===== src/hw/rtl/lbps_pkg.sv =====
// Shared types, constants and state encodings of the light bar pair scorer.
package lbps_pkg;

    localparam int unsigned CFG_W      = 16;
    localparam int unsigned CFG_IDX_W  = 3;
    localparam int unsigned IDX_OUT_W  = 3;
    localparam int unsigned CONF_W     = 16;
    localparam int unsigned PAIR_CAP   = 28;
    localparam int unsigned PAIR_CNT_W = 5;
    localparam int unsigned SQRT_STEPS = 29;
    localparam int unsigned MAX_LIGHTS_DEF = 8;

    // register map
    localparam logic [CFG_IDX_W-1:0] CFG_SMALL_RATIO = 3'd0;
    localparam logic [CFG_IDX_W-1:0] CFG_LARGE_RATIO = 3'd1;
    localparam logic [CFG_IDX_W-1:0] CFG_SMALL_MIS   = 3'd2;
    localparam logic [CFG_IDX_W-1:0] CFG_LARGE_MIS   = 3'd3;
    localparam logic [CFG_IDX_W-1:0] CFG_ANGLE_MAX   = 3'd4;
    localparam logic [CFG_IDX_W-1:0] CFG_HEIGHT_MAX  = 3'd5;
    localparam logic [CFG_IDX_W-1:0] CFG_CONF_MIN    = 3'd6;

    // 3*16384 score base plus 3*32768 offset that makes the sum non-negative
    localparam logic [17:0] CONF_OFFSET  = 18'd147456;
    // floor(u/3) = (u * RECIP3) >> RECIP3_SHIFT, exact for u < 2^18
    localparam logic [18:0] RECIP3       = 19'd349526;
    localparam int unsigned RECIP3_SHIFT = 20;

    typedef struct packed {
        logic [15:0]        x;
        logic [15:0]        y;
        logic [15:0]        len;
        logic signed [16:0] ang;
    } t_light;

    typedef struct packed {
        logic [15:0]        small_ratio;
        logic [15:0]        large_ratio;
        logic [15:0]        small_mis;
        logic [15:0]        large_mis;
        logic [15:0]        angle_max;
        logic [15:0]        height_max;
        logic signed [15:0] conf_min;
    } t_cfg;

    typedef enum logic [2:0] {F_IDLE, F_READ, F_PUSH, F_END, F_WAIT} t_front_state;

    typedef enum logic [3:0] {
        S_IDLE, S_PREP, S_PROD, S_SQRT, S_SPAN, S_CHECK,
        S_DIV, S_TOTAL, S_RECIP, S_CONF, S_OUT
    } t_score_state;

    typedef enum logic [1:0] {T_IDLE, T_INS, T_EMIT, T_NONE} t_sort_state;

endpackage


===== src/hw/rtl/lbps_sort.sv =====
// Sorted pair list: insertion one slot per cycle, then result emission.
module lbps_sort import lbps_pkg::*; #(
    parameter int unsigned MAX_LIGHTS = MAX_LIGHTS_DEF,
    localparam int unsigned IW = $clog2(MAX_LIGHTS)
) (
    input  logic                 i_clk,
    input  logic                 i_rst_n,
    input  logic                 i_valid,
    input  logic                 i_end,
    input  logic                 i_drop,
    input  logic [IW-1:0]        i_left,
    input  logic [IW-1:0]        i_right,
    input  logic signed [15:0]   i_conf,
    output logic                 o_ready,
    output logic                 o_valid,
    output logic [IDX_OUT_W-1:0] o_left,
    output logic [IDX_OUT_W-1:0] o_right,
    output logic signed [15:0]   o_conf,
    output logic                 o_last,
    output logic                 o_none,
    output logic                 o_drop,
    output logic                 o_done
);
    localparam int unsigned XW = IW + IDX_OUT_W;

    t_sort_state r_state, n_state;

    logic [IW-1:0]         r_lft [PAIR_CAP];
    logic [IW-1:0]         r_rgt [PAIR_CAP];
    logic signed [15:0]    r_cnf [PAIR_CAP];
    logic [PAIR_CNT_W-1:0] r_cnt, r_k, r_e;
    logic [IW-1:0]         r_new_l, r_new_r;
    logic signed [15:0]    r_new_c;
    logic                  r_drop;
    logic                  r_o_valid, r_o_last, r_o_none, r_o_drop;
    logic [IDX_OUT_W-1:0]  r_o_left, r_o_right;
    logic signed [15:0]    r_o_conf;

    logic                  full;
    logic                  lowest_wins;
    logic [PAIR_CNT_W-1:0] rd_addr;
    logic [IW-1:0]         rd_l, rd_r;
    logic signed [15:0]    rd_c;
    logic                  shift_on;
    logic                  emit_last;
    logic [XW-1:0]         ext_l, ext_r;

    assign full        = (r_cnt == PAIR_CNT_W'(PAIR_CAP));
    assign lowest_wins = (r_cnf[PAIR_CAP-1] >= i_conf);
    assign rd_addr     = (r_state == T_EMIT) ? r_e : r_k - PAIR_CNT_W'(1);
    assign rd_l        = r_lft[rd_addr];
    assign rd_r        = r_rgt[rd_addr];
    assign rd_c        = r_cnf[rd_addr];
    assign shift_on    = (r_k != '0) && (rd_c < r_new_c);
    assign emit_last   = (r_e == r_cnt - PAIR_CNT_W'(1));
    assign ext_l       = XW'(rd_l);
    assign ext_r       = XW'(rd_r);

    always_comb begin
        n_state = r_state;
        unique case (r_state)
            T_IDLE: begin
                if (i_valid) begin
                    if (i_end)                    n_state = (r_cnt == '0) ? T_NONE : T_EMIT;
                    else if (!(full && lowest_wins)) n_state = T_INS;
                end
            end
            T_INS:  if (!shift_on) n_state = T_IDLE;
            T_EMIT: if (emit_last) n_state = T_IDLE;
            T_NONE: n_state = T_IDLE;
            default: n_state = T_IDLE;
        endcase
    end

    always_comb begin
        o_ready = (r_state == T_IDLE);
    end

    assign o_valid = r_o_valid;
    assign o_left  = r_o_left;
    assign o_right = r_o_right;
    assign o_conf  = r_o_conf;
    assign o_last  = r_o_last;
    assign o_none  = r_o_none;
    assign o_drop  = r_o_drop;
    assign o_done  = r_o_valid && r_o_last;

    always_ff @(posedge i_clk) begin
        if (!i_rst_n) begin
            r_state   <= T_IDLE;
            r_cnt     <= '0;
            r_o_valid <= 1'b0;
        end else begin
            r_state   <= n_state;
            r_o_valid <= (r_state == T_EMIT) || (r_state == T_NONE);
            if (r_state == T_INS && !shift_on && !full) r_cnt <= r_cnt + PAIR_CNT_W'(1);
            if (r_state == T_EMIT && emit_last)         r_cnt <= '0;
        end
    end

    always_ff @(posedge i_clk) begin
        case (r_state)
            T_IDLE: begin
                r_new_l <= i_left;
                r_new_r <= i_right;
                r_new_c <= i_conf;
                r_k     <= full ? PAIR_CNT_W'(PAIR_CAP - 1) : r_cnt;
                r_e     <= '0;
                if (i_valid && i_end) r_drop <= i_drop;
            end
            T_INS: begin
                if (shift_on) begin
                    r_lft[r_k] <= rd_l;
                    r_rgt[r_k] <= rd_r;
                    r_cnf[r_k] <= rd_c;
                    r_k        <= r_k - PAIR_CNT_W'(1);
                end else begin
                    r_lft[r_k] <= r_new_l;
                    r_rgt[r_k] <= r_new_r;
                    r_cnf[r_k] <= r_new_c;
                end
            end
            T_EMIT: begin
                r_o_left  <= ext_l[IDX_OUT_W-1:0];
                r_o_right <= ext_r[IDX_OUT_W-1:0];
                r_o_conf  <= rd_c;
                r_o_last  <= emit_last;
                r_o_none  <= 1'b0;
                r_o_drop  <= r_drop;
                r_e       <= r_e + PAIR_CNT_W'(1);
            end
            T_NONE: begin
                r_o_left  <= '0;
                r_o_right <= '0;
                r_o_conf  <= '0;
                r_o_last  <= 1'b1;
                r_o_none  <= 1'b1;
                r_o_drop  <= r_drop;
            end
            default: ;
        endcase
    end
endmodule


===== config.mk =====
export PLATFORM = sky130hd
export DESIGN_NAME = lbps_sort
export DESIGN_NICKNAME = d
export VERILOG_FILES = /design/src/hw/rtl/lbps_pkg.sv /design/src/hw/rtl/lbps_sort.sv
export SDC_FILE = /design/constraint.sdc
export NUM_CORES = 1
export LEC_CHECK = 0
export ABC_AREA = 1
export ABC_CLOCK_PERIOD_IN_PS = 5700
export BUFFER_PORTS_ARGS = -buffer_cell sky130_fd_sc_hd__clkbuf_2
export CORE_ASPECT_RATIO = 1.5
export CORE_MARGIN = 3
export CORE_UTILIZATION = 35
export CTS_BUF_LIST = sky130_fd_sc_hd__clkbuf_16
export DETAILED_ROUTE_END_ITERATION = 12
export SYNTH_ARGS = -nofsm -noshare
export SYNTH_HDL_FRONTEND = slang
export SYNTH_SLANG_ARGS = --single-unit
export TNS_END_PERCENT = 30

===== constraint.sdc =====
create_clock -name i_clk -period 5.7 [get_ports i_clk]
set_clock_uncertainty 0.1 [all_clocks]
set_input_delay 0.57 -clock i_clk [delete_from_list [all_inputs] [get_ports i_clk]]
set_output_delay 0.57 -clock i_clk [all_outputs]
set_load 0.02 [all_outputs]

# Yosys cells after proc, flatten, opt, wreduce, memory -nomap -nowiden
# Memory sizes are Yosys's and may differ from the RTL's.
# Index checks and enable logic that the tools add are counted.
# totals
word_cells	85
in_bits	27
memories	3
out_inout_bits	28
regBits	66
ramBits	616
# op_classes
order_cmp	2
n_mux	26
reduce_logical	21
eq_ne	10
bitwise	4
addsub	4
# memory_table
memory	words	word_bits	read_ports	rd_clocked_by_memory_dff	write_ports	line_no	source
r_cnf	28	16	2	0	1	lbps_sort.sv:30	logic signed [15:0] r_cnf [PAIR_CAP];
r_lft	28	3	1	0	1	lbps_sort.sv:28	logic [IW-1:0] r_lft [PAIR_CAP];
r_rgt	28	3	1	0	1	lbps_sort.sv:29	logic [IW-1:0] r_rgt [PAIR_CAP];
# op_table
cell	count
16-bit one-hot mux with 2 select lines	1
5-bit one-hot mux with 2 select lines	2
16-bit >= comparator	1
16-bit < comparator	1
16-bit two-way mux	1
5-bit two-way mux	3
3-bit one-hot mux with 2 select lines	2
5-bit by 1-bit adder with 5-bit output, second input constant	2
2-bit two-way mux	5
5-bit by 1-bit subtractor with 5-bit output, second input constant	2
2-bit inequality test, second input constant	4
2-bit one-hot mux with 4 select lines	1
1-bit logical AND	7
1-bit two-way mux	7
3-bit two-way mux	2
2-bit nonzero test	3
5-bit equality test	1
5-bit equality test, second input constant	1
5-bit zero test	1
5-bit nonzero test	1
2-bit equality test, second input constant	2
1-bit one-hot mux with 2 select lines	2
2-bit AND reduction	2
4-bit AND reduction	1
other kinds (8)	12

# Depth between registers and ports, before layout
# An unclocked memory read counts as a cell.
# logic_depth
ltp_word	9
mapped_depth	28
mapped_depth_nobuf	27

# Worst setup path after synthesis
# No wires, ideal clock.
# synth_path
kind	register to register
start	register r_k[0]
end	memory r_cnf[0][0], data pin
path_slack_ns	0.742
stages_incl_launch_ff	24
period_less_slack_ns	4.958
setup_ns	0.356
path_buffers	3
arrival_ns	4.502
required_ns	5.244
cell_sequence	edfxtp_1 > inv_1 > ha_1 > inv_1 > nand2_1 > nand2_2 > clkbuf_1 > clkbuf_1 > a21oi_1 > a32o_1 > o211ai_1 > nand3_1 > nand2_1 > ha_1 > nand2_1 > inv_1 > o21bai_1 > a21oi_1 > a2111oi_0 > nand3_1 > nand3_4 > nand2_4 > buf_4 > a21oi_1
# synth_between
elab_chain_cells	9
elab_cells_between_ends	10
classes_between	add/sub (1); order compare (1); mux (5); reduce/logical (2); memory (1)
# synth_lines
item	line_no	source
from (decl)	lbps_sort.sv:31	logic [PAIR_CNT_W-1:0] r_cnt, r_k, r_e;
from (signal assigned)	lbps_sort.sv:107	r_k <= full ? PAIR_CNT_W'(PAIR_CAP - 1) : r_cnt;
from (signal assigned)	lbps_sort.sv:116	r_k <= r_k - PAIR_CNT_W'(1);
5-bit by 1-bit subtractor with 5-bit output	lbps_sort.sv:50	assign rd_addr = (r_state == T_EMIT) ? r_e : r_k - PAIR_CNT_W'(1);
5-bit two-way mux	lbps_sort.sv:50	
memory 28 x 16 bit	-	
net rd_c[9]	lbps_sort.sv:43	logic signed [15:0] rd_c;
16-bit < comparator	lbps_sort.sv:54	assign shift_on = (r_k != '0) && (rd_c < r_new_c);
1-bit logical AND	lbps_sort.sv:54	
1-bit two-way mux	lbps_sort.sv:112	if (shift_on) begin
1-bit two-way mux	lbps_sort.sv:102	case (r_state)
1-bit two-way mux (implied by the code)	lbps_sort.sv:120	r_cnf[r_k] <= r_new_c;
16-bit two-way mux (no line)	-	
to (decl)	lbps_sort.sv:30	
# The timed path passes the listed nets, and every way through them passes these cells.

# Final worst setup path
# layout_path
start	register r_k[0]
end	memory r_cnf[0][9], data pin
# layout_between
elab_chain_cells	9
elab_cells_between_ends	10
classes_between	add/sub (1); order compare (1); mux (5); reduce/logical (2); memory (1)
# layout_lines
item	line_no
5-bit by 1-bit subtractor with 5-bit output *	lbps_sort.sv:50
5-bit two-way mux *	lbps_sort.sv:50
memory 28 x 16 bit *	-
net rd_c[9]	lbps_sort.sv:43
16-bit < comparator	lbps_sort.sv:54
1-bit logical AND	lbps_sort.sv:54
1-bit two-way mux	lbps_sort.sv:112
1-bit two-way mux	lbps_sort.sv:102
1-bit two-way mux (implied by the code)	lbps_sort.sv:120
16-bit two-way mux (no line) *	-
# The timed path passes the listed nets; every way through them passes the cells marked *.

==> flow_summary.json <==
{
  "die_w_um": 237,
  "synth_compound_area_share_pct": 10.5,
  "initial_utilization_pct": 35.4,
  "cp_max_fo": 24,
  "cp-startpoint": "r_k[0]",
  "n_antenna_cell": 0,
  "fp.dieArea_um2": 83600,
  "antenna_left": 0,
  "ys_top_cells_by_area": "edfxtp_1 (72%), o21ai_0 (4.5%), nor2_1 (4.3%), nand2_1 (3.5%), nand3_1 (2.6%)",
  "cts_buffer_depth": 3,
  "synth_top_family_by_area": "simple AND/OR/NAND/NOR gates",
  "fillers": 7409,
  "cts_resized": 0,
  "synthArstFlopShare_pct": 0,
  "cts_hold_repair.buffers": 0,
  "status": "completed",
  "yosysSeqAreaShare_pct": 72.7,
  "maxSlewViolCount": 0,
  "cp.arrival_ns": 5.57,
  "maxCapViolCount": 0,
  "gr-total-overflow": 0,
  "tightestPinTransition_ns": 0.849,
  "r2r_start": "r_k[0]",
  "synth_ff_type": "edfxtp_1",
  "yosysTopAreaCell": "edfxtp_1",
  "detail_route.iter0.violations": 2051,
  "r2r_slack_ns": 0.46,
  "synth.net_count": 2303,
  "ys_warn_count": 0,
  "drt-pass1-iter-count": 6,
  "post-route-period-util_pct": 91.9,
  "synth_top_area_share_pct": 72.2,
  "antenna_found_initial": 0,
  "fmax_ghz": 0.191,
  "grt_setup_unrepaired": "no",
  "synthSimpleGateAreaFrac_pct": 11.3,
  "min-delay-start": "i_left[0]",
  "vias": 18700,
  "die_h_um": 353,
  "multi_input_area_um2": 6880,
  "final-hold-violation-count": 0,
  "post_drt_wl_per_cell_um": 24.2,
  "worstSetupPathType": "reg -> reg",
  "rows": 126,
  "max_slew_margin_pct": 43.3,
  "pin_count": 55,
  "grt_max_degree": 91,
  "synth-xor-area-share_pct": 0.437,
  "hold_class": "in -> reg",
  "synth_cell_types": 37,
  "area_growth_pct": 13.8,
  "cts_tree": "done",
  "cp-start-kind": "register",
  "synth_edf_count": 674,
  "endpoint_kind": "register",
  "finalSetupViolations": 0,
  "gp_congestion": 0.875,
  "insertion_delay_ns": 0.62,
  "muxShareOfSynthArea_pct": 0,
  "period_needed_ns": 5.24,
  "drt_wl_total_um": 81500,
  "htree_levels": 2,
  "synth_commonest_cells": "edfxtp_1 (674), nor2_1 (318), nand2_1 (264)",
  "coreArea_um2": 79100,
  "synth_area_um2": 28000,
  "syn_inst": 2236,
  "clock_sinks": 682,
  "cts_made_buffers": 56,
  "nets": 2368,
  "yosys.area_share.adder_pct": 1.78,
  "grt.total_usage_pct": 19.1,
  "via_per_inst": 5.55,
  "synth_most_common_cell": "edfxtp_1",
  "clk_pin_slew_ns": 0.07,
  "cts-root-buf": "clkbuf_16",
  "avgSynthCellArea_um2": 12.5,
  "drcViolationCount": 0,
  "synth_seq_cells": 682,
  "port_buffers": 54,
  "worstPathRequired_ns": 6.03,
  "setup-tns-final_ns": 0,
  "dpl.hpwl_um": 46600,
  "cts_setup_buffers": 0,
  "grt_pass1_vias": 18700,
  "drive_above_1_share_pct": 12.4,
  "grt_pass1_wl_um": 120000,
  "seq_area_um2": 20400
}
## kinds of logic after synthesis
kind of cell / after synthesis
flops: 682
buf+inv: 227
fa+ha+maj: 40
xor+xnor: 14
simple gates: 767
compound gates: 506
## final timing paths
path	end	cells past startpoint
setup / recovery	r_cnf[0][9]	25
hold / removal	r_new_l[0]	1
setup reg to reg	r_cnf[0][9]	25
hold reg to reg	o_drop	0
## per-layer routing
| metal | wire length [um] | up-vias | track usage (%) |
|---|---|---|---|
| met2 | 41200 | 818 | 33.5 |
| met1 | 30600 | 9352 | 23.2 |
| met4 | 4150 | 0 | 9.33 |
| li1 | - | 8304 | - |
| met5 | 0 | - | 0 |
| met3 | 5510 | 224 | 2.71 |
## placed cells by master (no fill, tap or decap), drive strengths merged, types with 5 or more instances in the layout
master | netlist | layout
dfxtp | 8 | 8
nor2 | 318 | 318
xor2 | 10 | 10
inv | 92 | 100
a21oi | 50 | 50
edfxtp | 674 | 674
o21ai | 269 | 269
clkbuf | 110 | 111
ha | 40 | 40
clkinv | 0 | 25
a31oi | 8 | 8
o221ai | 29 | 29
nor3 | 5 | 5
nand2 | 272 | 272
a32o | 8 | 8
o22ai | 89 | 89
buf | 25 | 88
o211ai | 47 | 47
or2 | 16 | 16
nand3 | 148 | 148
nand4 | 8 | 8
bufinv | 0 | 10
## cell type report
type,instances,area share [%]
Clock buffer,57,4.47
Clock inverter,46,1.48
Inverter,92,1.08
Multi-Input combinational cell,1327,21.6
Sequential cell,682,63.9
Tap cell,1024,4.01
Timing Repair Buffer,142,3.50
## worst max-delay path, cell delays in order (launching register included)
cell	delay, ns
edfxtp_1	0.40
inv_1	0.15
ha_1	0.26
or2_1	0.23
nand3_1	0.11
o21ai_4	0.09
inv_2	0.44
buf_4	0.29
nand2_1	0.07
nand3_1	0.08
nand3_1	0.14
nand2_1	0.19
ha_1	0.26
nand2_1	0.07
inv_1	0.04
o21bai_1	0.11
a21oi_1	0.07
a2111oi_0	0.41
nand2_1	0.14
nand2_2	0.11
nand3_4	0.13
nand2_4	0.26
buf_4	0.32
nand2_1	0.07
o21ai_1	0.17
buf_4	0.30
## metrics by stage
stage	utilization [%]	hold slack (ns)	worst slack, ns	cells	cell area [um2]
CTS	40.3	0.00511	0.436	3370	31900
global placement	37.9	0.319	0.430	3267	30000
global route	40.3	0.0224	0.0403	3370	31900
detailed placement	37.9	0.323	0.470	3267	30000
finish	40.3	0.0350	0.464	3370	31900
floorplan	-	0.300	0.742	2236	28000
## registers in the layout, indices dropped and copies added (netlist names)
| signal | count |
|---|---|
| r_cnf | 448 |
| o_drop | 1 |
| r_state | 2 |
| r_k | 5 |
| r_new_r | 3 |
| r_lft | 84 |
| r_cnt | 5 |
| o_conf | 16 |
| o_last | 1 |
| o_none | 1 |
| o_left | 3 |
| r_rgt | 84 |
| r_new_c | 16 |
| r_new_l | 3 |
| r_e | 5 |
| o_valid | 1 |
| r_drop | 1 |
| o_right | 3 |
Power is left out: the tool's default activity adds up to more than one toggle a clock period on the data nets, which glitch-free logic cannot reach.
