==> src/hw/rtl/lbps_pkg.sv <==
// Shared types, constants and state encodings of the light bar pair scorer.
package lbps_pkg;

    localparam int unsigned CFG_W      = 16;
    localparam int unsigned CFG_IDX_W  = 3;
    localparam int unsigned IDX_OUT_W  = 3;
    localparam int unsigned CONF_W     = 16;
    localparam int unsigned PAIR_CAP   = 28;
    localparam int unsigned PAIR_CNT_W = 5;
    localparam int unsigned SQRT_STEPS = 29;
    localparam int unsigned MAX_LIGHTS_DEF = 8;

    // register map
    localparam logic [CFG_IDX_W-1:0] CFG_SMALL_RATIO = 3'd0;
    localparam logic [CFG_IDX_W-1:0] CFG_LARGE_RATIO = 3'd1;
    localparam logic [CFG_IDX_W-1:0] CFG_SMALL_MIS   = 3'd2;
    localparam logic [CFG_IDX_W-1:0] CFG_LARGE_MIS   = 3'd3;
    localparam logic [CFG_IDX_W-1:0] CFG_ANGLE_MAX   = 3'd4;
    localparam logic [CFG_IDX_W-1:0] CFG_HEIGHT_MAX  = 3'd5;
    localparam logic [CFG_IDX_W-1:0] CFG_CONF_MIN    = 3'd6;

    // 3*16384 score base plus 3*32768 offset that makes the sum non-negative
    localparam logic [17:0] CONF_OFFSET  = 18'd147456;
    // floor(u/3) = (u * RECIP3) >> RECIP3_SHIFT, exact for u < 2^18
    localparam logic [18:0] RECIP3       = 19'd349526;
    localparam int unsigned RECIP3_SHIFT = 20;

    typedef struct packed {
        logic [15:0]        x;
        logic [15:0]        y;
        logic [15:0]        len;
        logic signed [16:0] ang;
    } t_light;

    typedef struct packed {
        logic [15:0]        small_ratio;
        logic [15:0]        large_ratio;
        logic [15:0]        small_mis;
        logic [15:0]        large_mis;
        logic [15:0]        angle_max;
        logic [15:0]        height_max;
        logic signed [15:0] conf_min;
    } t_cfg;

    typedef enum logic [2:0] {F_IDLE, F_READ, F_PUSH, F_END, F_WAIT} t_front_state;

    typedef enum logic [3:0] {
        S_IDLE, S_PREP, S_PROD, S_SQRT, S_SPAN, S_CHECK,
        S_DIV, S_TOTAL, S_RECIP, S_CONF, S_OUT
    } t_score_state;

    typedef enum logic [1:0] {T_IDLE, T_INS, T_EMIT, T_NONE} t_sort_state;

endpackage

==> src/hw/rtl/lbps_fifo.sv <==
// Two-entry job queue between the front end and the scorer.
module lbps_fifo import lbps_pkg::*; #(
    parameter int unsigned WIDTH = 8
) (
    input  logic             i_clk,
    input  logic             i_rst_n,
    input  logic             i_push,
    input  logic [WIDTH-1:0] i_data,
    output logic             o_full,
    input  logic             i_pop,
    output logic             o_valid,
    output logic [WIDTH-1:0] o_data
);
    logic [WIDTH-1:0] r_mem [2];
    logic             r_wr;
    logic             r_rd;
    logic [1:0]       r_cnt;
    logic             do_push;
    logic             do_pop;

    assign o_full  = (r_cnt == 2'd2);
    assign o_valid = (r_cnt != 2'd0);
    assign o_data  = r_mem[r_rd];
    assign do_push = i_push && !o_full;
    assign do_pop  = i_pop && o_valid;

    always_ff @(posedge i_clk) begin
        if (!i_rst_n) begin
            r_wr  <= 1'b0;
            r_rd  <= 1'b0;
            r_cnt <= 2'd0;
        end else begin
            if (do_push) r_wr <= !r_wr;
            if (do_pop)  r_rd <= !r_rd;
            case ({do_push, do_pop})
                2'b10:   r_cnt <= r_cnt + 2'd1;
                2'b01:   r_cnt <= r_cnt - 2'd1;
                default: r_cnt <= r_cnt;
            endcase
        end
    end

    always_ff @(posedge i_clk) begin
        if (do_push) r_mem[r_wr] <= i_data;
    end
endmodule

==> config.mk <==
export PLATFORM = sky130hd
export DESIGN_NAME = lbps_fifo
export DESIGN_NICKNAME = d
export VERILOG_FILES = /design/src/hw/rtl/lbps_pkg.sv /design/src/hw/rtl/lbps_fifo.sv
export SDC_FILE = /design/constraint.sdc
export NUM_CORES = 1
export LEC_CHECK = 0
export BUFFER_PORTS_ARGS = -buffer_cell sky130_fd_sc_hd__buf_2
export CORE_MARGIN = 2
export CORE_UTILIZATION = 30
export CTS_BUF_LIST = sky130_fd_sc_hd__clkbuf_8
export DETAILED_ROUTE_END_ITERATION = 12
export SYNTH_ARGS = -nofsm -noshare
export SYNTH_HDL_FRONTEND = slang
export SYNTH_SLANG_ARGS = --single-unit
==> constraint.sdc <==
create_clock -name i_clk -period 1.8 [get_ports i_clk]
set_input_delay 0.54 -clock i_clk [delete_from_list [all_inputs] [get_ports i_clk]]
set_output_delay 0.54 -clock i_clk [all_outputs]
set_load 0.05 [all_outputs]
Word-level counts from Yosys, hierarchy flattened. Memory sizes are Yosys's and may differ from the RTL's. A register that Yosys moved wholly into a read port is not among the register bits. Index checks and enable logic that the tools add are counted.

Register bits after elaboration: 4. Latch bits: 0. Bits in writable memories: 16. Memory bits (read-only): 0. Input port bits: 12. Output and inout port bits: 10. Memories: 1.

Memory list: r_mem (depth 2, width 8, read ports 1, clocked after Yosys merged registers in 1, write ports 1, line lbps_fifo.sv:14) `logic [WIDTH-1:0] r_mem [2];`.

$add $sub $neg: 2. $mul: 0. Divide/modulo/power cells: 0. $lt $le $gt $ge: 0. Eq/ne operators: 3. Shift operators: 0. Muxes and demuxes: 5. Bitwise operators: 0. Reduce and logical (&&, ||, !) cells: 7.

Operators with widths (number): 2-bit equality test, second input constant (2); 1-bit 2-to-1 mux (4); 2-bit one-hot mux with 2 select lines (1); 2-bit nonzero test (2); 1-bit zero test (3); 2-bit by 1-bit adder with 2-bit output, second input constant (1); 2-bit by 1-bit equality test with 1-bit output, second input constant (1); 1-bit logical AND (2); 2-bit by 1-bit subtractor with 2-bit output, second input constant (1).

Longest topological paths before layout. Gate-level depths: netlist of run 1.

Depth after elaboration: 5. Mapped depth: 6. Depth with buffers taken out: 6.

Least setup slack after synthesis of run 1. OpenSTA, ideal clock, no wires.

Path type: reg-to-output. Start point: register (tool-made name). End point: output o_data[0]. Data arrival time: 1052 ps. Required time: 1260 ps. Setup slack: 208 ps. Stages on the path, launching flop included: 3. Path buffers: 1. Path through: dfxtp_1 > clkbuf_1 > mux2_2.

RTL lines: to (decl) (line lbps_fifo.sv:12) `output logic [WIDTH-1:0] o_data`.

==> impl_results.md, run 1 <==
* Syn Inst Count at 52
* Placeable Area at 0.00250 mm^2
* CP Buf/Inv Count at 1
* Endpoints failing setup at 0
* CP max-delay cell: dfxtp_4
* #FFs+latches synth at 21
* Max Cap Viol at 0
* Crit-path max FO at 8
* Final net count at 90
* Final min period at 1.74 ns
* R2r worst-path depth at 4
* Area delta synth->final at 26.9%
* Clk Latency, worst-skew pair at 0.26 ns
* Initial DRC count at 20
* Slowest cell delay on critical path at 0.41 ns
* Top post-synthesis cells by area: edfxtp_1 60%, dfxtp_1 12%, mux2_2 11%
* Area after DPL at 943 um^2
* Initial antenna violation count at 0
* Remaining DRCs at 0
* Row Count at 18
* Root buffer cell: clkbuf_8
* Synth top area share at 0.597
* Kind of end point of the critical path: primary output
* FF-to-FF End: r_mem[0][1]
* Worst flop-to-flop path startpoint: r_cnt[0]
* RSZ-0062 raised after global routing: no
* Commonest non-fill, non-tap cells in the layout: 16 x edfxtp_1, 13 x buf_2, 8 x mux2_2
* ANT cells at 0
* YS warnings at 0
* Normalized max-slew margin at 0.744
* Pre-CTS setup slack at 0.103 ns
* Status: completed
* Routed Antenna Nets at 0
* Die Ht at 55.8 um
* WP data arrival at 1.20 ns
* Overall global routing resource usage at 0.0887
* Layout cells sized above 1 at 0.487
* Leading area contributor after synthesis: edfxtp_1
* Commonest non-fill, non-tap cell in the layout: edfxtp_1
* CP startpoint kind: flop
* DR WL/cell at 11.7 um
* GR Overflow Total at 0
* Syn Nets at 65
* Crit path max-delay family: flip-flops
* Non-Filler Instances at 106
* Max-slew violations at 0
* R2R Setup Slk at 0.26 ns
* Design Area, Final at 0.00102 mm^2
* Setup TNS at 0 ns
* CTS tree: yes
* Worst Path Required at 1.26 ns
* IO Pins at 22
* PwrDens at 1710 mW/mm^2
* Largest net degree at the start of global routing at 13
* CTS sink count at 21
* Crit Path Category: flop to primary output
* Peak Freq at 0.575 GHz
* Final-report hold violation count at 0
* Seq/Total Area, Yosys at 0.722
* DIE WIDTH at 55.8 um
* Die Area at 0.00311 mm^2
* Post-synth cell types at 18
* Hold Path Class: input pin to flop
* CP Cell Sequence: mux2_2 > buf_4
* Clk buf depth at 2
* Post-CTS Hold Fix Bufs at 0
* Clk_skew at 0.000629 ns
* Effective utilization at floorplan at 0.322
* First-pass GRT wire length at 2.08 mm
* Period utilization at 0.966
* Hpwl dp at 886 um
* Via density at 4.27
* WL final at 1.24 mm
* Overall power at 1.74 mW
* Number of global-route vias before repair at 457
* Critical path depth at 2
* Max IR drop VDD at 0.00138 V
* Worst-margin pin slew at 0.384 ns
* I/O Buffers at 21
* Critical Path End: o_data[3]
* Synth Cell Area at 805 um^2
* H-tree levels at 1
* Inst Count DP at 102
* CTS Buf Count at 3
* GPL Wtd Cong at 0.585
* Post-Syn Area per Cell at 15.5 um^2
* Setup ws final at 0.0616 ns
* Initial DRT Pass Iterations at 4
* Leakage at 0.414 nW
* Vias post-DR at 453
* Clock transition at the registers of the reported paths at 0.07 ns
layout make-up:
cell class / instances / area (um^2)
repair buffers: 21 / 133
well taps: 30 / 37.5
clock buffers: 3 / 41.3
multi-input cells: 26 / 205
fillers: 245 / 1480
inverters: 4 / 15.0
clock inverters: 1 / 5.00
flip-flops and latches: 21 / 584
state kept, by name (all words and copies together), names as in the netlist, named ones only:
signal,flops
r_cnt,2
r_mem,16
r_wr,1
r_rd,1
metrics by stage:
step           hold WS (ns)  utilization
2_1_floorplan         0.458            -
3_3_place_gp          0.466        0.377
3_5_place_dp          0.487        0.377
4_1_cts               0.464        0.397
5_1_grt               0.459        0.408
6_report              0.468        0.408
synthesized netlist by cell type (all sizes together):
| library cell | number |
|---|---|
| edfxtp | 16 |
| o21a | 1 |
| inv | 4 |
| xor2 | 1 |
| or2 | 1 |
| nand2b | 1 |
| dfxtp | 5 |
| and3 | 1 |
| a21oi | 2 |
| xnor2 | 2 |
| nor2 | 3 |
| clkbuf | 1 |
| or3 | 2 |
| o21ai | 2 |
| nand2 | 1 |
| mux2 | 8 |
| ha | 1 |
power by group:
group | total [mW] | switching (mW) | internal [mW]
combinational | 0.740 | 0.471 | 0.268
clock | 0.303 | 0.149 | 0.154
sequential | 0.699 | 0.0694 | 0.630
total | 1.74 | 0.690 | 1.05
cells by family (layout without fill, tap and decap cells):
| logic type | Yosys count | after routing | share of synthesized area |
|---|---|---|---|
| multiplexers | 8 | 8 | 0.112 |
| flip-flops | 21 | 21 | 0.722 |
| AND/OR/NAND/NOR | 9 | 9 | 0.0607 |
| adder cells (fa/ha/maj) | 1 | 1 | 0.0155 |
| buffers and inverters | 5 | 29 | 0.0233 |
| AO/OA/AOI/OAI | 5 | 5 | 0.0342 |
| XOR/XNOR | 3 | 3 | 0.0327 |
repair_timing:
action,CTS,global route
endpoints found under the setup margin,8,8
gates cloned,0,0
buffers inserted,0,0
resized for setup,2,18
routing by layer:
| metal | global-route usage | vias up | share of wire |
|---|---|---|---|
| met1 | 0.102 | 204 | 0.43 |
| li1 | - | 233 | - |
| met4 | 0.0209 | 0 | 0 |
| met5 | 0 | - | 0 |
| met3 | 0.0558 | 0 | 0.088 |
| met2 | 0.139 | 16 | 0.48 |
how the worst min path moves through the flow:
| stage | start | to | cells past startpoint |
|---|---|---|---|
| after detailed placement | r_wr | r_wr | 2 |
| final | i_data[0] | r_mem[1][0] | 1 |
| after CTS | i_data[0] | r_mem[0][0] | 1 |
| after global routing | i_data[4] | r_mem[0][4] | 1 |
| after global placement | r_wr | r_wr | 2 |
| after floorplan | r_wr | r_wr | 2 |
Power figures use the tool's default switching activity.
==> inputs of run 2 (changes only) <==
Settings changed: PLACE_DENSITY set to 0.5, SETUP_SLACK_MARGIN set to 0.3.
==> run 2 against run 1 <==
  * Maximum frequency increased by 1.5%
  * Setup slack improved by 0.026 ns
  * Final area increased by 15%
  * Final cell count increased by 3.8%
  * Core utilization increased by 6.3 points
  * Non-clock buffer count increased by 4
  * Sequential power increased by 2%
  * Largest cell class unchanged
==> impl_results.md, run 2 (synthesis results as in run 1) <==
* Status: completed
* Remaining DRCs at 0
* Max reg flops at 16
* Layout cells sized above 1 at 0.588
* DR WL/cell at 11.8 um
* Via density at 4.38
* Max IR drop VDD at 0.00112 V
* Commonest non-fill, non-tap cell in the layout: edfxtp_1
* Pre-CTS setup slack at 0.130 ns
* Final net count at 94
* Placeable Area at 0.00250 mm^2
* Crit Path Category: flop to primary output
* Overall global routing resource usage at 0.0923
* Kind of end point of the critical path: primary output
* Row Count at 18
* Final-report hold violation count at 0
* Worst-margin pin slew at 0.384 ns
* Post-CTS Hold Fix Bufs at 0
* Area delta synth->final at 46.5%
* Final min period at 1.71 ns
* WL final at 1.30 mm
* DIE WIDTH at 55.8 um
* Largest regs: r_mem (16), r_cnt (2)
* Number of global-route vias before repair at 518
* Hold Path Class: input pin to flop
* Design Area, Final at 0.00118 mm^2
* Initial DRT Pass Iterations at 3
* PwrDens at 1740 mW/mm^2
* Routed Antenna Nets at 0
* Area after DPL at 943 um^2
* Crit-path max FO at 8
* Clk buf depth at 2
* First-pass GRT wire length at 2.21 mm
* IO Pins at 22
* CTS Buf Count at 3
* Normalized max-slew margin at 0.744
* Endpoints failing setup at 0
* Effective utilization at floorplan at 0.322
* H-tree levels at 1
* Vias post-DR at 482
* Period utilization at 0.951
* Commonest non-fill, non-tap cells in the layout: 16 x edfxtp_1, 11 x buf_2, 10 x buf_6
* Die Ht at 55.8 um
* GPL Wtd Cong at 0.608
* Die Area at 0.00311 mm^2
* GR Overflow Total at 0
* Worst Path Required at 1.26 ns
* Hold_ws at 0.474 ns
* Clock transition at the registers of the reported paths at 0.07 ns
* Clk_skew at 0.00157 ns
* Top reg by flops: r_mem
* Inst Count DP at 102
* Root buffer cell: clkbuf_8
* Setup ws final at 0.0876 ns
* WP data arrival at 1.17 ns
* Initial DRC count at 11
* Setup TNS at 0 ns
* Max Cap Viol at 0
* Largest net degree at the start of global routing at 13
* CP startpoint kind: flop
* ANT cells at 0
* Clk Latency, worst-skew pair at 0.25 ns
* CTS tree: yes
* RSZ-0062 raised after global routing: yes
* I/O Buffers at 21
* Initial antenna violation count at 0
* Non-Filler Instances at 110
* Peak Freq at 0.584 GHz
* CTS sink count at 21
* Leakage at 0.482 nW
* Max-slew violations at 0
run 2: per-layer routing:
metal	GRT usage	vias to the layer above	routed length, um
li1	-	242	-
met1	0.102	227	525
met2	0.163	11	699
met3	0.0256	2	67
met4	0.0418	0	10
met5	0	-	0
run 2: cell type report:
cell class,count,area (um^2)
clock buffer,3,41.3
inverter,4,25.0
fill,221,1320
clock inverter,1,5.00
tap,30,37.5
timing repair buffer,25,213
sequential,21,589
multi-input combinational,26,268
run 2: path summary, 6_finish.rpt:
path,start,to,slack (ns),cells past startpoint
setup reg to reg,r_cnt[0],r_cnt[1],0.33,5
hold reg to reg,r_wr,r_wr,0.51,2
setup / recovery,flop,o_data[6],0.09,2
hold / removal,i_data[2],r_mem[0][2],0.47,1
run 2: what timing repair did:
item | CTS | global route
setup endpoints to repair | 11 | 19
buffers inserted | 4 | 0
resized for setup | 39 | 7
pin swaps | 0 | 2
run 2: power by group:
part / switching, mW / total [mW] / internal (mW) / leakage [nW]
Clock: 0.142 / 0.296 / 0.154 / 0.0255
Sequential: 0.0723 / 0.711 / 0.638 / 0.193
Combinational: 0.547 / 1.04 / 0.493 / 0.264
run 2: critical path, cell delays in order, from the launching register on:
cell and delay, ns:
dfxtp_4 0.44, mux2_4 0.32, buf_6 0.15
run 2: per-stage QoR:
| step | util | power (mW) |
|---|---|---|
| global placement | 0.377 | 1.40 |
| detailed placement | 0.377 | 1.40 |
| floorplan | - | 1.27 |
| finish | 0.471 | 2.05 |
| global route | 0.471 | 2.16 |
| CTS | 0.462 | 2.03 |
==> inputs of run 3 (changes only) <==
Settings changed: PLACE_DENSITY 0.5 to 0.51.
Clock period 1.8 ns to 1.5 ns, I/O delays scaled along.
==> run 3 against run 2 <==
  * The flow now finishes with violations (negative setup slack)
  * Register-to-register slack got worse by 0.21 ns
  * Combinational power increased by 24%
  * Critical path depth rose by 1
  * Hold slack worse by 0.098 ns
  * Global-route usage increased by 0.87 points
  * Critical path type unchanged
  * Critical endpoint is now o_data[1]
  * Highest routed layer unchanged
==> impl_results.md, run 3 (synthesis results as in run 1) <==
* Status: finished, violations left
* Failing checks: negative setup slack
* Routed Antenna Nets at 0
* Hold_ws at 0.376 ns
* Clk buf depth at 2
* Worst flop-to-flop path startpoint: r_cnt[0]
* Area delta synth->final at 48.7%
* PwrDens at 2090 mW/mm^2
* Final net count at 92
* Clock share of power at 0.144
* Die Ht at 55.8 um
* Kind of end point of the critical path: primary output
* Crit Path Category: flop to primary output
* H-tree levels at 1
* Remaining DRCs at 0
* Share of power burned in registers at 0.338
* Endpoints failing setup at 8
* CTS Buf Count at 3
* I/O Buffers at 21
* Largest regs: r_mem (16), r_cnt (2)
* Fillers at 234
* DR WL/cell at 12.9 um
* Peak Freq at 0.609 GHz
* Largest net degree at the start of global routing at 13
* Overall global routing resource usage at 0.101
* NetSw at 0.935 mW
* DIE WIDTH at 55.8 um
* RSZ-0062 raised after global routing: yes
* Register area at 589 um^2
* Initial antenna violation count at 0
* Crit-path max FO at 8
* Hpwl dp at 1.00 mm
* Clock transition at the registers of the reported paths at 0.07 ns
* GPL Wtd Cong at 0.691
* WP data arrival at 1.19 ns
* WL final at 1.39 mm
* Initial DRC count at 4
* Top reg by flops: r_mem
* Commonest non-fill, non-tap cell in the layout: edfxtp_1
* Max reg flops at 16
* Pint at 1.56 mW
* WHS Path Cells at 1
* CTS tree: yes
* IO Pins at 22
* Placeable Area at 0.00250 mm^2
* First-pass GRT wire length at 2.33 mm
* CP startpoint kind: flop
* Root buffer cell: clkbuf_8
* Die Area at 0.00311 mm^2
* Worst Path Required at 1.05 ns
* Effective utilization at floorplan at 0.322
* Clk_skew at 0.00473 ns
* Max IR drop VDD at 0.000876 V
* Max Cap Viol at 0
* Normalized max-slew margin at 0.857
* Leakage at 0.476 nW
* Layout cells sized above 1 at 0.628
* Combinational Power Share at 0.518
* Hold Path Class: input pin to flop
* Vias post-DR at 489
* Via density at 4.53
* Min-delay src: i_data[2]
* Final core utilization at 0.478
* Final-report hold violation count at 0
* Multi-input gate area in the final layout at 292 um^2
* Number of global-route vias before repair at 530
* Period utilization at 1.09
* R2R Setup Slk at 0.12 ns
* Worst Hold End: r_mem[0][2]
* CTS sink count at 21
* R2r worst-path depth at 6
* Commonest non-fill, non-tap cells in the layout: 16 x edfxtp_1, 11 x buf_2, 8 x mux2_4
* Initial DRT Pass Iterations at 3
* FF-to-FF End: r_cnt[1]
* ANT cells at 0
* Sw Share at 0.375
* GR Overflow Total at 0
* Max-slew violations at 0
* Setup ws final at -0.142 ns
* Row Count at 18
* Clk Latency, worst-skew pair at 0.26 ns
* Final min period at 1.64 ns
* Worst-margin pin slew at 0.212 ns
-- run 3: area by class of cell --
type                    count  area share
clock inverters             1     0.00418
multi-input cells          26       0.244
repair buffers             23       0.173
flip-flops and latches     21       0.493
clock buffers               3      0.0345
well taps                  30      0.0314
inverters                   4      0.0209
-- run 3: routing by layer --
metal	part of all wire	global-route usage	up-vias
met1	0.37	0.103	231
met5	0	0	-
met4	0.019	0.0627	0
met3	0.057	0.0326	4
li1	-	-	240
met2	0.55	0.177	14
-- run 3: worst max-delay path: stages (launching register included) --
cell,delay (ns)
dfxtp_2,0.34
buf_12,0.13
mux2_4,0.31
buf_8,0.15
-- run 3: how the worst max path moves through the flow --
stage	startpoint	end	slack, ns	depth (start not counted)
2_1_floorplan	r_cnt[0]	r_cnt[1]	0.18	5
6_report	flop	o_data[1]	-0.14	3
5_1_grt	flop	o_data[1]	-0.19	3
3_3_place_gp	flop	o_data[1]	0.06	3
4_1_cts	flop	o_data[2]	-0.16	3
3_5_place_dp	i_pop	r_cnt[1]	0.05	5
-- run 3: repair_timing --
action / in CTS / in global routing
resized for setup: 31 / 3
setup buffers: 0 / 1
pin swaps: 3 / 2
hold buffers: 0 / 0
endpoints found under the setup margin: 27 / 29
-- run 3: stage by stage --
step                      power, mW  TNS, ns  cell area (um^2)  std cells  setup slack, ns
after global placement         1.87        0              1030        103           0.0626
after floorplan                1.68        0               886         52            0.179
after global routing           2.62    -1.49              1200        108           -0.191
final                          2.50    -1.11              1200        108           -0.142
after CTS                      2.50    -1.25              1180        107           -0.158
after detailed placement       1.88        0              1030        103           0.0507
-- run 3: power by group through the flow --
stage	combinational (mW)	sequential, mW	clock (mW)
2_1_floorplan	0.857	0.825	0
3_3_place_gp	1.02	0.845	0
3_5_place_dp	1.03	0.849	0
4_1_cts	1.26	0.853	0.384
5_1_grt	1.36	0.862	0.397
6_report	1.29	0.844	0.359
