### config.mk
export PLATFORM = sky130hd
export DESIGN_NAME = lbps_front
export DESIGN_NICKNAME = d
export VERILOG_FILES = /design/src/hw/rtl/lbps_pkg.sv /design/src/hw/rtl/lbps_front.sv
export SDC_FILE = /design/constraint.sdc
export NUM_CORES = 1
export LEC_CHECK = 0
export BUFFER_PORTS_ARGS = -buffer_cell sky130_fd_sc_hd__buf_2
export CORE_UTILIZATION = 40
export CTS_CLUSTER_SIZE = 16
export DETAILED_ROUTE_END_ITERATION = 10
export MAX_ROUTING_LAYER = met4
export PLACE_DENSITY = 0.53
export SLEW_MARGIN = 25
export SYNTH_ARGS = -nofsm -noshare
export SYNTH_HDL_FRONTEND = slang
export SYNTH_SLANG_ARGS = --single-unit
### constraint.sdc
create_clock -name i_clk -period 12.6 [get_ports i_clk]
set_clock_uncertainty 0.2 [all_clocks]
set_input_delay 2.52 -clock i_clk [delete_from_list [all_inputs] [get_ports i_clk]]
set_output_delay 2.52 -clock i_clk [all_outputs]
set_load 0.02 [all_outputs]
### src/hw/rtl/lbps_pkg.sv
// Shared types, constants and state encodings of the light bar pair scorer.
package lbps_pkg;

    localparam int unsigned CFG_W      = 16;
    localparam int unsigned CFG_IDX_W  = 3;
    localparam int unsigned IDX_OUT_W  = 3;
    localparam int unsigned CONF_W     = 16;
    localparam int unsigned PAIR_CAP   = 28;
    localparam int unsigned PAIR_CNT_W = 5;
    localparam int unsigned SQRT_STEPS = 29;
    localparam int unsigned MAX_LIGHTS_DEF = 8;

    // register map
    localparam logic [CFG_IDX_W-1:0] CFG_SMALL_RATIO = 3'd0;
    localparam logic [CFG_IDX_W-1:0] CFG_LARGE_RATIO = 3'd1;
    localparam logic [CFG_IDX_W-1:0] CFG_SMALL_MIS   = 3'd2;
    localparam logic [CFG_IDX_W-1:0] CFG_LARGE_MIS   = 3'd3;
    localparam logic [CFG_IDX_W-1:0] CFG_ANGLE_MAX   = 3'd4;
    localparam logic [CFG_IDX_W-1:0] CFG_HEIGHT_MAX  = 3'd5;
    localparam logic [CFG_IDX_W-1:0] CFG_CONF_MIN    = 3'd6;

    // 3*16384 score base plus 3*32768 offset that makes the sum non-negative
    localparam logic [17:0] CONF_OFFSET  = 18'd147456;
    // floor(u/3) = (u * RECIP3) >> RECIP3_SHIFT, exact for u < 2^18
    localparam logic [18:0] RECIP3       = 19'd349526;
    localparam int unsigned RECIP3_SHIFT = 20;

    typedef struct packed {
        logic [15:0]        x;
        logic [15:0]        y;
        logic [15:0]        len;
        logic signed [16:0] ang;
    } t_light;

    typedef struct packed {
        logic [15:0]        small_ratio;
        logic [15:0]        large_ratio;
        logic [15:0]        small_mis;
        logic [15:0]        large_mis;
        logic [15:0]        angle_max;
        logic [15:0]        height_max;
        logic signed [15:0] conf_min;
    } t_cfg;

    typedef enum logic [2:0] {F_IDLE, F_READ, F_PUSH, F_END, F_WAIT} t_front_state;

    typedef enum logic [3:0] {
        S_IDLE, S_PREP, S_PROD, S_SQRT, S_SPAN, S_CHECK,
        S_DIV, S_TOTAL, S_RECIP, S_CONF, S_OUT
    } t_score_state;

    typedef enum logic [1:0] {T_IDLE, T_INS, T_EMIT, T_NONE} t_sort_state;

endpackage

### src/hw/rtl/lbps_front.sv
// Front end: light store, frame bookkeeping and pair job generation.
module lbps_front import lbps_pkg::*; #(
    parameter int unsigned MAX_LIGHTS = MAX_LIGHTS_DEF,
    localparam int unsigned IW = $clog2(MAX_LIGHTS),
    localparam int unsigned CW = $clog2(MAX_LIGHTS + 1)
) (
    input  logic          i_clk,
    input  logic          i_rst_n,
    input  logic          i_start,
    input  t_light        i_light,
    input  logic          i_last,
    output logic          o_busy,
    output logic          o_job_valid,
    output logic          o_job_end,
    output logic          o_job_drop,
    output logic [IW-1:0] o_job_i,
    output logic [IW-1:0] o_job_j,
    output t_light        o_job_a,
    output t_light        o_job_b,
    input  logic          i_job_full,
    input  logic          i_done
);
    localparam int unsigned EW = CW + 1;

    t_front_state r_state, n_state;
    t_light       r_mem [MAX_LIGHTS];
    t_light       r_rd_a;
    t_light       r_rd_b;
    logic [CW-1:0] r_cnt;
    logic          r_ovf;
    logic [IW-1:0] r_i;
    logic [IW-1:0] r_j;
    logic          accept;
    logic          has_room;
    logic [CW-1:0] cnt_after;
    logic [EW-1:0] j_next;
    logic [EW-1:0] i_next;
    logic          j_more;
    logic          i_more;

    assign accept    = i_start && (r_state == F_IDLE);
    assign has_room  = (r_cnt < CW'(MAX_LIGHTS));
    assign cnt_after = has_room ? r_cnt + CW'(1) : r_cnt;
    assign j_next    = EW'(r_j) + EW'(1);
    assign i_next    = EW'(r_i) + EW'(1);
    assign j_more    = (j_next < EW'(r_cnt));
    assign i_more    = ((i_next + EW'(1)) < EW'(r_cnt));

    always_comb begin
        n_state = r_state;
        unique case (r_state)
            F_IDLE: if (accept && i_last) n_state = (cnt_after < CW'(2)) ? F_END : F_READ;
            F_READ: n_state = F_PUSH;
            F_PUSH: if (!i_job_full) n_state = (j_more || i_more) ? F_READ : F_END;
            F_END:  if (!i_job_full) n_state = F_WAIT;
            F_WAIT: if (i_done) n_state = F_IDLE;
            default: n_state = F_IDLE;
        endcase
    end

    always_comb begin
        o_busy      = (r_state != F_IDLE);
        o_job_valid = (r_state == F_PUSH) || (r_state == F_END);
        o_job_end   = (r_state == F_END);
    end

    assign o_job_drop = r_ovf;
    assign o_job_i    = r_i;
    assign o_job_j    = r_j;
    assign o_job_a    = r_rd_a;
    assign o_job_b    = r_rd_b;

    always_ff @(posedge i_clk) begin
        if (!i_rst_n) begin
            r_state <= F_IDLE;
            r_cnt   <= '0;
            r_ovf   <= 1'b0;
            r_i     <= '0;
            r_j     <= '0;
        end else begin
            r_state <= n_state;
            if (accept) begin
                r_cnt <= cnt_after;
                if (!has_room) r_ovf <= 1'b1;
                r_i <= '0;
                r_j <= IW'(1);
            end
            if (r_state == F_PUSH && !i_job_full) begin
                if (j_more) begin
                    r_j <= j_next[IW-1:0];
                end else begin
                    r_i <= i_next[IW-1:0];
                    r_j <= IW'(i_next + EW'(1));
                end
            end
            if (r_state == F_WAIT && i_done) begin
                r_cnt <= '0;
                r_ovf <= 1'b0;
            end
        end
    end

    // light store: one write port, two registered read ports
    always_ff @(posedge i_clk) begin
        if (accept && has_room) r_mem[r_cnt[IW-1:0]] <= i_light;
        r_rd_a <= r_mem[r_i];
        r_rd_b <= r_mem[r_j];
    end
endmodule

# After elaboration in Yosys (flattened, before gate mapping)
# Memories as Yosys holds them, arrays and structs flattened. A register that Yosys moved wholly into a read port is not among the register bits.
# Index checks and enable logic that the tools add are counted.
[word_totals]
regBits = 14
ramBits = 520
input_bits = 71
output_inout_bits = 140
mem_count = 1
[mem_list]
columns = ["memory", "words", "width", "read_ports", "rd_ports_with_merged_regs", "write_ports", "line", "text"]
rows = [
  ["r_mem", 8, 65, 2, 2, 1, "lbps_front.sv:26", "t_light r_mem [MAX_LIGHTS];"],
]
[classes]
n_addsub = 4
order_cmp = 4
n_eq_ne = 8
n_mux = 16
bitwise = 2
n_reduce_logical = 14
[ops]
columns = ["operator", "n"]
rows = [
  ["2-to-1 mux 3 bit", 10],
  ["case mux 3 bit (5 select lines)", 1],
  ["adder 3 x 1 -> 4 bit, second input constant", 2],
  ["equality test 3 x 2 -> 1 bit, second input constant", 2],
  ["inequality test 2 bit, second input constant", 3],
  ["adder 4 x 1 -> 5 bit, second input constant", 1],
  ["logical AND 1 bit", 5],
  ["less-than comparator 5 x 4 -> 1 bit", 1],
  ["adder 4 x 1 -> 4 bit, second input constant", 1],
  ["less-than comparator 4 x 2 -> 1 bit, second input constant", 1],
  ["less-than comparator 4 bit", 1],
  ["less-than comparator 4 bit, second input constant", 1],
  ["2-to-1 mux 2 bit", 2],
  ["2-to-1 mux 4 bit", 1],
  ["AND reduction 4 bit", 1],
  ["equality test 3 x 1 -> 1 bit, second input constant", 1],
  ["equality test 3 bit, second input constant", 1],
  ["logical NOT 3 bit", 1],
  ["nonzero test 3 bit", 1],
  ["logical OR 1 bit", 2],
  ["2-to-1 mux 1 bit", 2],
  ["inequality test 2 x 1 -> 1 bit, second input constant", 1],
  ["NOT 1 bit", 2],
  ["AND reduction 2 bit", 1],
  ["3 further kinds", 3],
]

# Depth between registers and ports, before layout
# Gate-level depths: netlist of run 1.
[logic_depth]
word_depth = 7
depth_mapped = 10

# Worst setup path before layout of run 1
# No wires, ideal clock.
[synth_timing]
path_kind = "input to register"
from = "input port i_start"
to = "memory r_mem[0][0] in the netlist's numbering (enable)"
setup_ns = 0.649
arrival_ns = 9.264
t_required_ns = 11.751
slack_ns = 2.487
cell_stages = 3
n_path_buf = 0
cell_sequence = "nor4b_2 -> nand2_1 -> nor4_1"
[synth_via]
elab_chain_len = 4
[synth_rtl]
columns = ["item", "line", "text"]
rows = [
  ["start: declaration", "lbps_front.sv:9", "input logic i_start,"],
  ["logical AND 1 bit", "lbps_front.sv:41", "assign accept = i_start && (r_state == F_IDLE);"],
  ["logical AND 1 bit", "lbps_front.sv:105", "if (accept && has_room) r_mem[r_cnt[IW-1:0]] <= i_light;"],
  ["2-to-1 mux 1 bit", "lbps_front.sv:105", ""],
  ["2-to-1 mux 1 bit (not written as such)", "lbps_front.sv:105", ""],
  ["end: declaration", "lbps_front.sv:26", ""],
]
# No other way between the ends.

# Worst setup path in the final report of run 1
[layout_timing]
from = "input port i_start"
to = "memory r_mem[5][38] in the netlist's numbering (enable)"
# Same word-level chain as after synthesis.

==> results of run 1 <==
## through the flow
step / hold slack, ns / setup slack, ns / util (%) / power (uW)
2_1_floorplan: 0.281 / 2.49 / - / 3760
3_3_place_gp: 0.281 / 7.00 / 43.7 / 4190
3_5_place_dp: 0.290 / 6.99 / 43.7 / 4190
4_1_cts: 0.305 / 7.61 / 47.3 / 6300
5_1_grt: 0.330 / 7.37 / 47.4 / 6470
6_report: 0.313 / 7.67 / 47.4 / 6200
## power by group
part,switching (uW),internal (uW)
logic,742,611
clock network,834,1250
registers,124,2640
## cell families after synthesis
group	Yosys count	synth area share, %
compound gates	23	0.691
xor+xnor	5	0.162
fa+ha+maj	11	0.510
buf+inv	95	1.72
flops	664	68.5
mux	329	24.6
simple gates	248	3.80
## state kept, by name (all words and copies together), names as in the netlist
name and flops:
o_job_b 65, r_cnt 4, r_mem 520, r_state 3
o_job_i 3, o_job_a 65, o_job_drop 1, o_job_j 3
## path summary, 6_finish.rpt
| kind | endpoint | slack, ns | startpoint | depth (start not counted) |
|---|---|---|---|---|
| min reg2reg | o_job_drop | 0.31 | o_job_drop | 2 |
| max reg2reg | o_job_b[17] | 9.08 | o_job_j[0] | 5 |
| min | o_job_drop | 0.31 | o_job_drop | 2 |
| max | r_mem[5][38] | 7.67 | i_start | 6 |
## cells in the final DEF (no fill, tap or decap), types with 3 or more instances in the layout
cell / instances
clkinv_2: 11
buf_4: 25
xor2_1: 4
nor4_2: 4
diode_2: 8
mux2_2: 66
clkbuf_8: 7
inv_1: 8
mux4_2: 260
o21ai_0: 4
clkbuf_1: 23
edfxtp_1: 520
clkbuf_16: 76
nand2_1: 204
ha_1: 11
dfxtp_1: 138
mux2i_1: 3
nor2b_1: 5
bufinv_16: 5
dfxtp_4: 6
clkinv_1: 9
nor3_1: 3
buf_2: 210
nor2_1: 15
nand3_1: 3
## layer usage
layer	global-route usage (%)	vias up	share of wire (%)
met1	24.0	7166	42
met5	-	-	0
li1	-	6053	-
met3	3.46	89	4.7
met4	5.73	0	2.0
met2	32.5	308	51
## area by class of cell
type	instances	share of cell area (%)
Multi-Input combinational cell	616	25.7
Sequential cell	664	59.1
Clock inverter	28	0.878
Clock buffer	106	6.65
Tap cell	864	3.45
Antenna cell	8	0.0638
Timing Repair Buffer	237	4.05
Inverter	9	0.112
## worst max-delay path, delay by kind of cell
family                 cells  cell delay [ns]
buffers and inverters      2             0.87
and+or+nand+nor            4             1.51
==> results.json, run 1 <==
{
  "syn-cell-area_sq_mm": 0.0270,
  "viasPerCell": 5.38,
  "final_area_sq_mm": 0.0314,
  "path_cells": "buf_2 -> nor4b_2 -> nand2_1 -> nor2_1 -> and3_4 -> buf_4",
  "critPathKind": "in -> reg",
  "avgSynthCellArea_sq_um": 19.6,
  "seq_area_sq_mm": 0.0185,
  "drt_iter0_drc": 703,
  "synth.top_cells.by_count": "edfxtp_1 (520), mux4_2 (260), nand2_1 (204)",
  "drc": 0,
  "worst_ep_required_time_ns": 12.61,
  "fmax_ghz": 0.203,
  "io_pins": 211,
  "core_sq_mm": 0.0662,
  "yosys_warnings": 0,
  "grt_pass1_wl_um": 93500,
  "hold_class": "reg -> reg",
  "cpPeakStageDelay_ns": 0.76,
  "instances_no_fill": 2532,
  "rsz0062_at_grt": "false",
  "vdd_ir_drop_max_uv": 99.7,
  "grt_pass1_vias": 14800,
  "drtPass1Iterations": 5,
  "initial_core_util_pct": 40.8,
  "dieArea_sq_mm": 0.0685,
  "cts_tree": "done",
  "hold_viol_final": 0,
  "critPathSlowestCell": "buf_4",
  "grt_antenna_before_repair": 10,
  "critPathMaxFanout": 48,
  "grtUsageTotal_pct": 19.4,
  "htreeDepth": 3,
  "yosysSeqAreaShare_pct": 68.5,
  "cp-end-kind": "register",
  "cts.reportedPaths.clkPinSlew_ns": 0.06,
  "cts.root.buffer_cell": "clkbuf_16",
  "cts_buffer_depth": 3,
  "maxCapViolations": 0,
  "clock_latency_ns": 0.60,
  "grt.overflow.total": 0,
  "crit_path_start_kind": "input port",
  "yosysMostFrequentCell": "edfxtp_1",
  "worstPathArrival_ns": 4.94,
  "cts-resized-gates": 0,
  "synthTopCellsByArea": "edfxtp_1 (58%), mux4_2 (22%), dfxtp_1 (11%)",
  "n_fill_cell": 5558,
  "cts_buffers": 73,
  "leakagePower_uw": 0.0105,
  "gp_routability_congestion": 0.749,
  "hpwl_um": 35900,
  "syn_inst": 1375,
  "syn_to_final_growth_pct": 16.2,
  "min_period_ns": 4.93,
  "synth_seq_cells": 664,
  "dieWidth_um": 262,
  "postCtsHoldBufs": 0,
  "num_rows": 94,
  "synthesis.nets": 1457,
  "setup_viol": 0,
  "drive_above_1_share_pct": 41.1,
  "clock_sinks": 664,
  "ant_nets": 0,
  "slew_headroom_pct": 32.2,
  "period_share_pct": 39.2,
  "synthArstFlopShare_pct": 0,
  "port-buffer-count": 210,
  "worst_pin_slew_ns": 1.02,
  "setup_tns_ns": 0,
  "power.density_mw_per_mm2": 198,
  "drt_wl_total_um": 63300,
  "synth_edf_count": 520,
  "ys.flop_type": "edfxtp_1",
  "final_nets": 1683,
  "grt_max_degree": 62,
  "multi_input_area_sq_mm": 0.00807,
  "synth_top_cell_by_area": "edfxtp_1",
  "post_cts_buffers": 0,
  "placed_cells_incl_taps": 2389,
  "slew_viol_final": 0,
  "placed_area_sq_mm": 0.0290,
  "status": "finished clean",
  "wl_per_cell_um": 25.0,
  "synth.distinct_cells": 46,
  "die_h_um": 262,
  "vias": 13600,
  "yosysTopAreaCellShare_pct": 57.9
}
(Power assumes the default switching activity.)
==> run 2: changes to the inputs <==
--- a/config.mk
+++ b/config.mk
@@ -5,6 +5,7 @@
 export SDC_FILE = /design/constraint.sdc
 export NUM_CORES = 1
 export LEC_CHECK = 0
+export ABC_AREA = 1
 export BUFFER_PORTS_ARGS = -buffer_cell sky130_fd_sc_hd__buf_2
 export CORE_UTILIZATION = 40
 export CTS_CLUSTER_SIZE = 16
==> constraint.sdc (replaced) <==
create_clock -name i_clk -period 4.6 [get_ports i_clk]
set_clock_uncertainty 0.2 [all_clocks]
set_input_delay 0.92 -clock i_clk [delete_from_list [all_inputs] [get_ports i_clk]]
set_output_delay 0.92 -clock i_clk [all_outputs]
set_load 0.02 [all_outputs]
==> run 2 against run 1 <==
Critical path depth is 4 lower. Flip-flop and latch count is the same. Combinational power grew to 3.4 times the previous value. Wire length increased by 18%. Core utilization fell by 0.44 points. Critical endpoint is now o_job_j[0]. Highest routed layer unchanged.
==> results.json, run 2 <==
{
  "status": "finished clean",
  "grt_pass1_vias": 19600,
  "vias": 20400,
  "synth_xor_xnor_area_share_pct": 0.0937,
  "min_period_ns": 3.22,
  "holdWs_ns": 0.263,
  "internal_power_uw": 12300,
  "ant_nets": 0,
  "synthTopCellsByArea": "edfxtp_1 (56%), dfxtp_1 (10%), o21ai_0 (7.5%)",
  "synth_seq_cells": 664,
  "period_share_pct": 69.9,
  "switching_share_pct": 33.3,
  "instances_no_fill": 3743,
  "drive_above_1_share_pct": 14.0,
  "grt_pass1_wl_um": 113000,
  "ys.flop_type": "edfxtp_1",
  "cpPeakStageDelay_ns": 0.73,
  "viasPerCell": 5.45,
  "setup_viol": 0,
  "synthArstFlopShare_pct": 0,
  "dieArea_sq_mm": 0.0712,
  "post-place-ws_ns": 1.23,
  "slew_viol_final": 0,
  "synth-simple-area-share_pct": 6.29,
  "vdd_ir_drop_max_uv": 332,
  "hold_end": "o_job_drop",
  "placed_cells_incl_taps": 3598,
  "synth.top_cells.by_count": "edfxtp_1 (520), o21ai_0 (422), nor2_1 (272)",
  "critPathSlowestCell": "dfxtp_4",
  "total_power_uw": 18400,
  "syn_to_final_growth_pct": 15.3,
  "critPathMaxFanout": 137,
  "final_common_cell": "edfxtp_1",
  "synthesis.nets": 2708,
  "largest_reg_flops": 520,
  "cts_tree": "done",
  "clock_latency_ns": 0.61,
  "die_h_um": 267,
  "yosysMostFrequentCell": "edfxtp_1",
  "hold_class": "reg -> reg",
  "hold_viol_final": 0,
  "drtPass1Iterations": 5,
  "yosysTopAreaCellShare_pct": 55.7,
  "post_cts_buffers": 0,
  "combPwrFrac_pct": 25.2,
  "crit_family": "buffers and inverters",
  "power.density_mw_per_mm2": 569,
  "postCtsHoldBufs": 0,
  "power_frac_clock_pct": 31.7,
  "synth_top_cell_by_area": "edfxtp_1",
  "maxCapViolations": 0,
  "leakagePower_uw": 0.0112,
  "cts_buffers": 74,
  "p_sw_uw": 6130,
  "num_rows": 96,
  "yosysSeqAreaShare_pct": 65.9,
  "min_from": "o_job_drop",
  "syn-cell-area_sq_mm": 0.0280,
  "fin_ws_ns": 1.38,
  "avgSynthCellArea_sq_um": 10.7,
  "reg2reg_from": "r_state[2]",
  "slew_headroom_pct": 36.7,
  "syn_inst": 2626,
  "crit_path_start_kind": "register",
  "final_nets": 2826,
  "whs_path_depth": 2,
  "initial_core_util_pct": 40.7,
  "synthMuxAreaShare_pct": 0,
  "synth_top_family_by_area": "compound AO/OA/AOI/OAI gates",
  "cts-resized-gates": 0,
  "clock_sinks": 664,
  "drt_wl_total_um": 74400,
  "dieWidth_um": 267,
  "power_frac_seq_pct": 43.1,
  "final_cell_mix": "edfxtp_1 (520), o21ai_0 (422), nor2_1 (270), a21oi_1 (254), inv_1 (216)",
  "io_pins": 211,
  "synth_compound_area_share_pct": 21.0,
  "gp_routability_congestion": 0.814,
  "path_cells": "buf_12 -> buf_2",
  "cts_buffer_depth": 3,
  "r2r_setup_slack_ns": 1.47,
  "htreeDepth": 3,
  "core_sq_mm": 0.0689,
  "rr_worst_depth": 6,
  "port-buffer-count": 210,
  "yosys_warnings": 0,
  "synth.distinct_cells": 27,
  "worst-path-buf-inv": 2,
  "worst_ep_required_time_ns": 3.48,
  "worstPathArrival_ns": 2.10,
  "cts.reportedPaths.clkPinSlew_ns": 0.06,
  "grt_antenna_before_repair": 8,
  "reg2reg_to": "r_mem[3][29]",
  "rsz0062_at_grt": "false",
  "grt_max_degree": 194,
  "worst_pin_slew_ns": 0.949,
  "n_fill_cell": 6355,
  "critPathKind": "reg -> out",
  "hpwl_um": 41300,
  "grtUsageTotal_pct": 21.3,
  "wl_per_cell_um": 19.9,
  "synthAdderAreaFrac_pct": 0.491,
  "fmax_ghz": 0.311,
  "cts.root.buffer_cell": "clkbuf_16",
  "drt_iter0_drc": 1915,
  "cp-end-kind": "output port",
  "grt.overflow.total": 0,
  "drc": 0,
  "synth_edf_count": 520
}
## run 2: cell types whose count changed after synthesis, moves of 66 or more
cell / previous run / this run
nor2_1: 16 / 272
mux2_2: 66 / 0
o21ai_0: 4 / 422
clkbuf_1: 38 / 112
a31oi_1: 0 / 132
o211ai_1: 0 / 131
mux4_2: 260 / 0
a21oi_1: 2 / 254
o21ai_1: 0 / 104
inv_1: 9 / 218
## run 2: kinds of logic after synthesis
family                     Yosys count
DFF                                664
xor gates and xnor gates             3
buffers and inverters              423
AOI/OAI and AO/OA                 1063
and+or+nand+nor                    462
adders and majority gates           11
## run 2: stage by stage
step	area, sq um	TNS, ns	util, %
after floorplan	28100	-156.35	-
after global placement	29900	0	43.3
after detailed placement	29900	0	43.3
after CTS	32300	0	46.9
after global routing	32300	0	46.9
final	32300	0	46.9
## run 2: layer usage
metal | up-vias | track usage [%] | share of wire, %
met5 | - | - | 0
met4 | 0 | 7.94 | 2.7
met3 | 124 | 3.84 | 6.5
met2 | 660 | 33.5 | 47
met1 | 9932 | 27.4 | 44
li1 | 9700 | - | -
## run 2: how the worst max path moves through the flow
stage,start,to,slack [ns],cells past startpoint
floorplan,i_start,r_mem[1][0],-1.07,4
global placement,i_start,r_mem[3][26],1.27,6
detailed placement,i_start,r_mem[3][29],1.23,6
CTS,o_job_j[0],o_job_j[0],1.30,2
global route,o_job_j[0],o_job_j[0],1.22,10
finish,o_job_j[0],o_job_j[0],1.38,2
## run 2: layout make-up
cell class	instances	area [sq um]	share of cell area [%]
Multi-Input combinational cell	1539	7900	24.4
Clock buffer	100	2120	6.54
Tap cell	931	1160	3.60
Timing Repair Buffer	245	1490	4.60
Inverter	220	833	2.58
Sequential cell	664	18500	57.2
Antenna cell	6	15.0	0.0464
Clock inverter	38	314	0.971
## run 2: power groups by stage
stage	Sequential (uW)	Combinational, uW	Clock (uW)
after global placement	8050	4600	0
after floorplan	8510	2520	0
after global routing	8010	5140	6210
final	7930	4650	5830
after detailed placement	8060	4670	0
after CTS	7940	4690	5970
## run 2: worst register-to-register path: stages (launching register included)
cell and delay, ns:
dfxtp_1 0.36, nor2_1 0.32, nand3_1 0.35, inv_1 0.22, nand2_1 0.28, nor4_4 0.26
buf_4 0.72
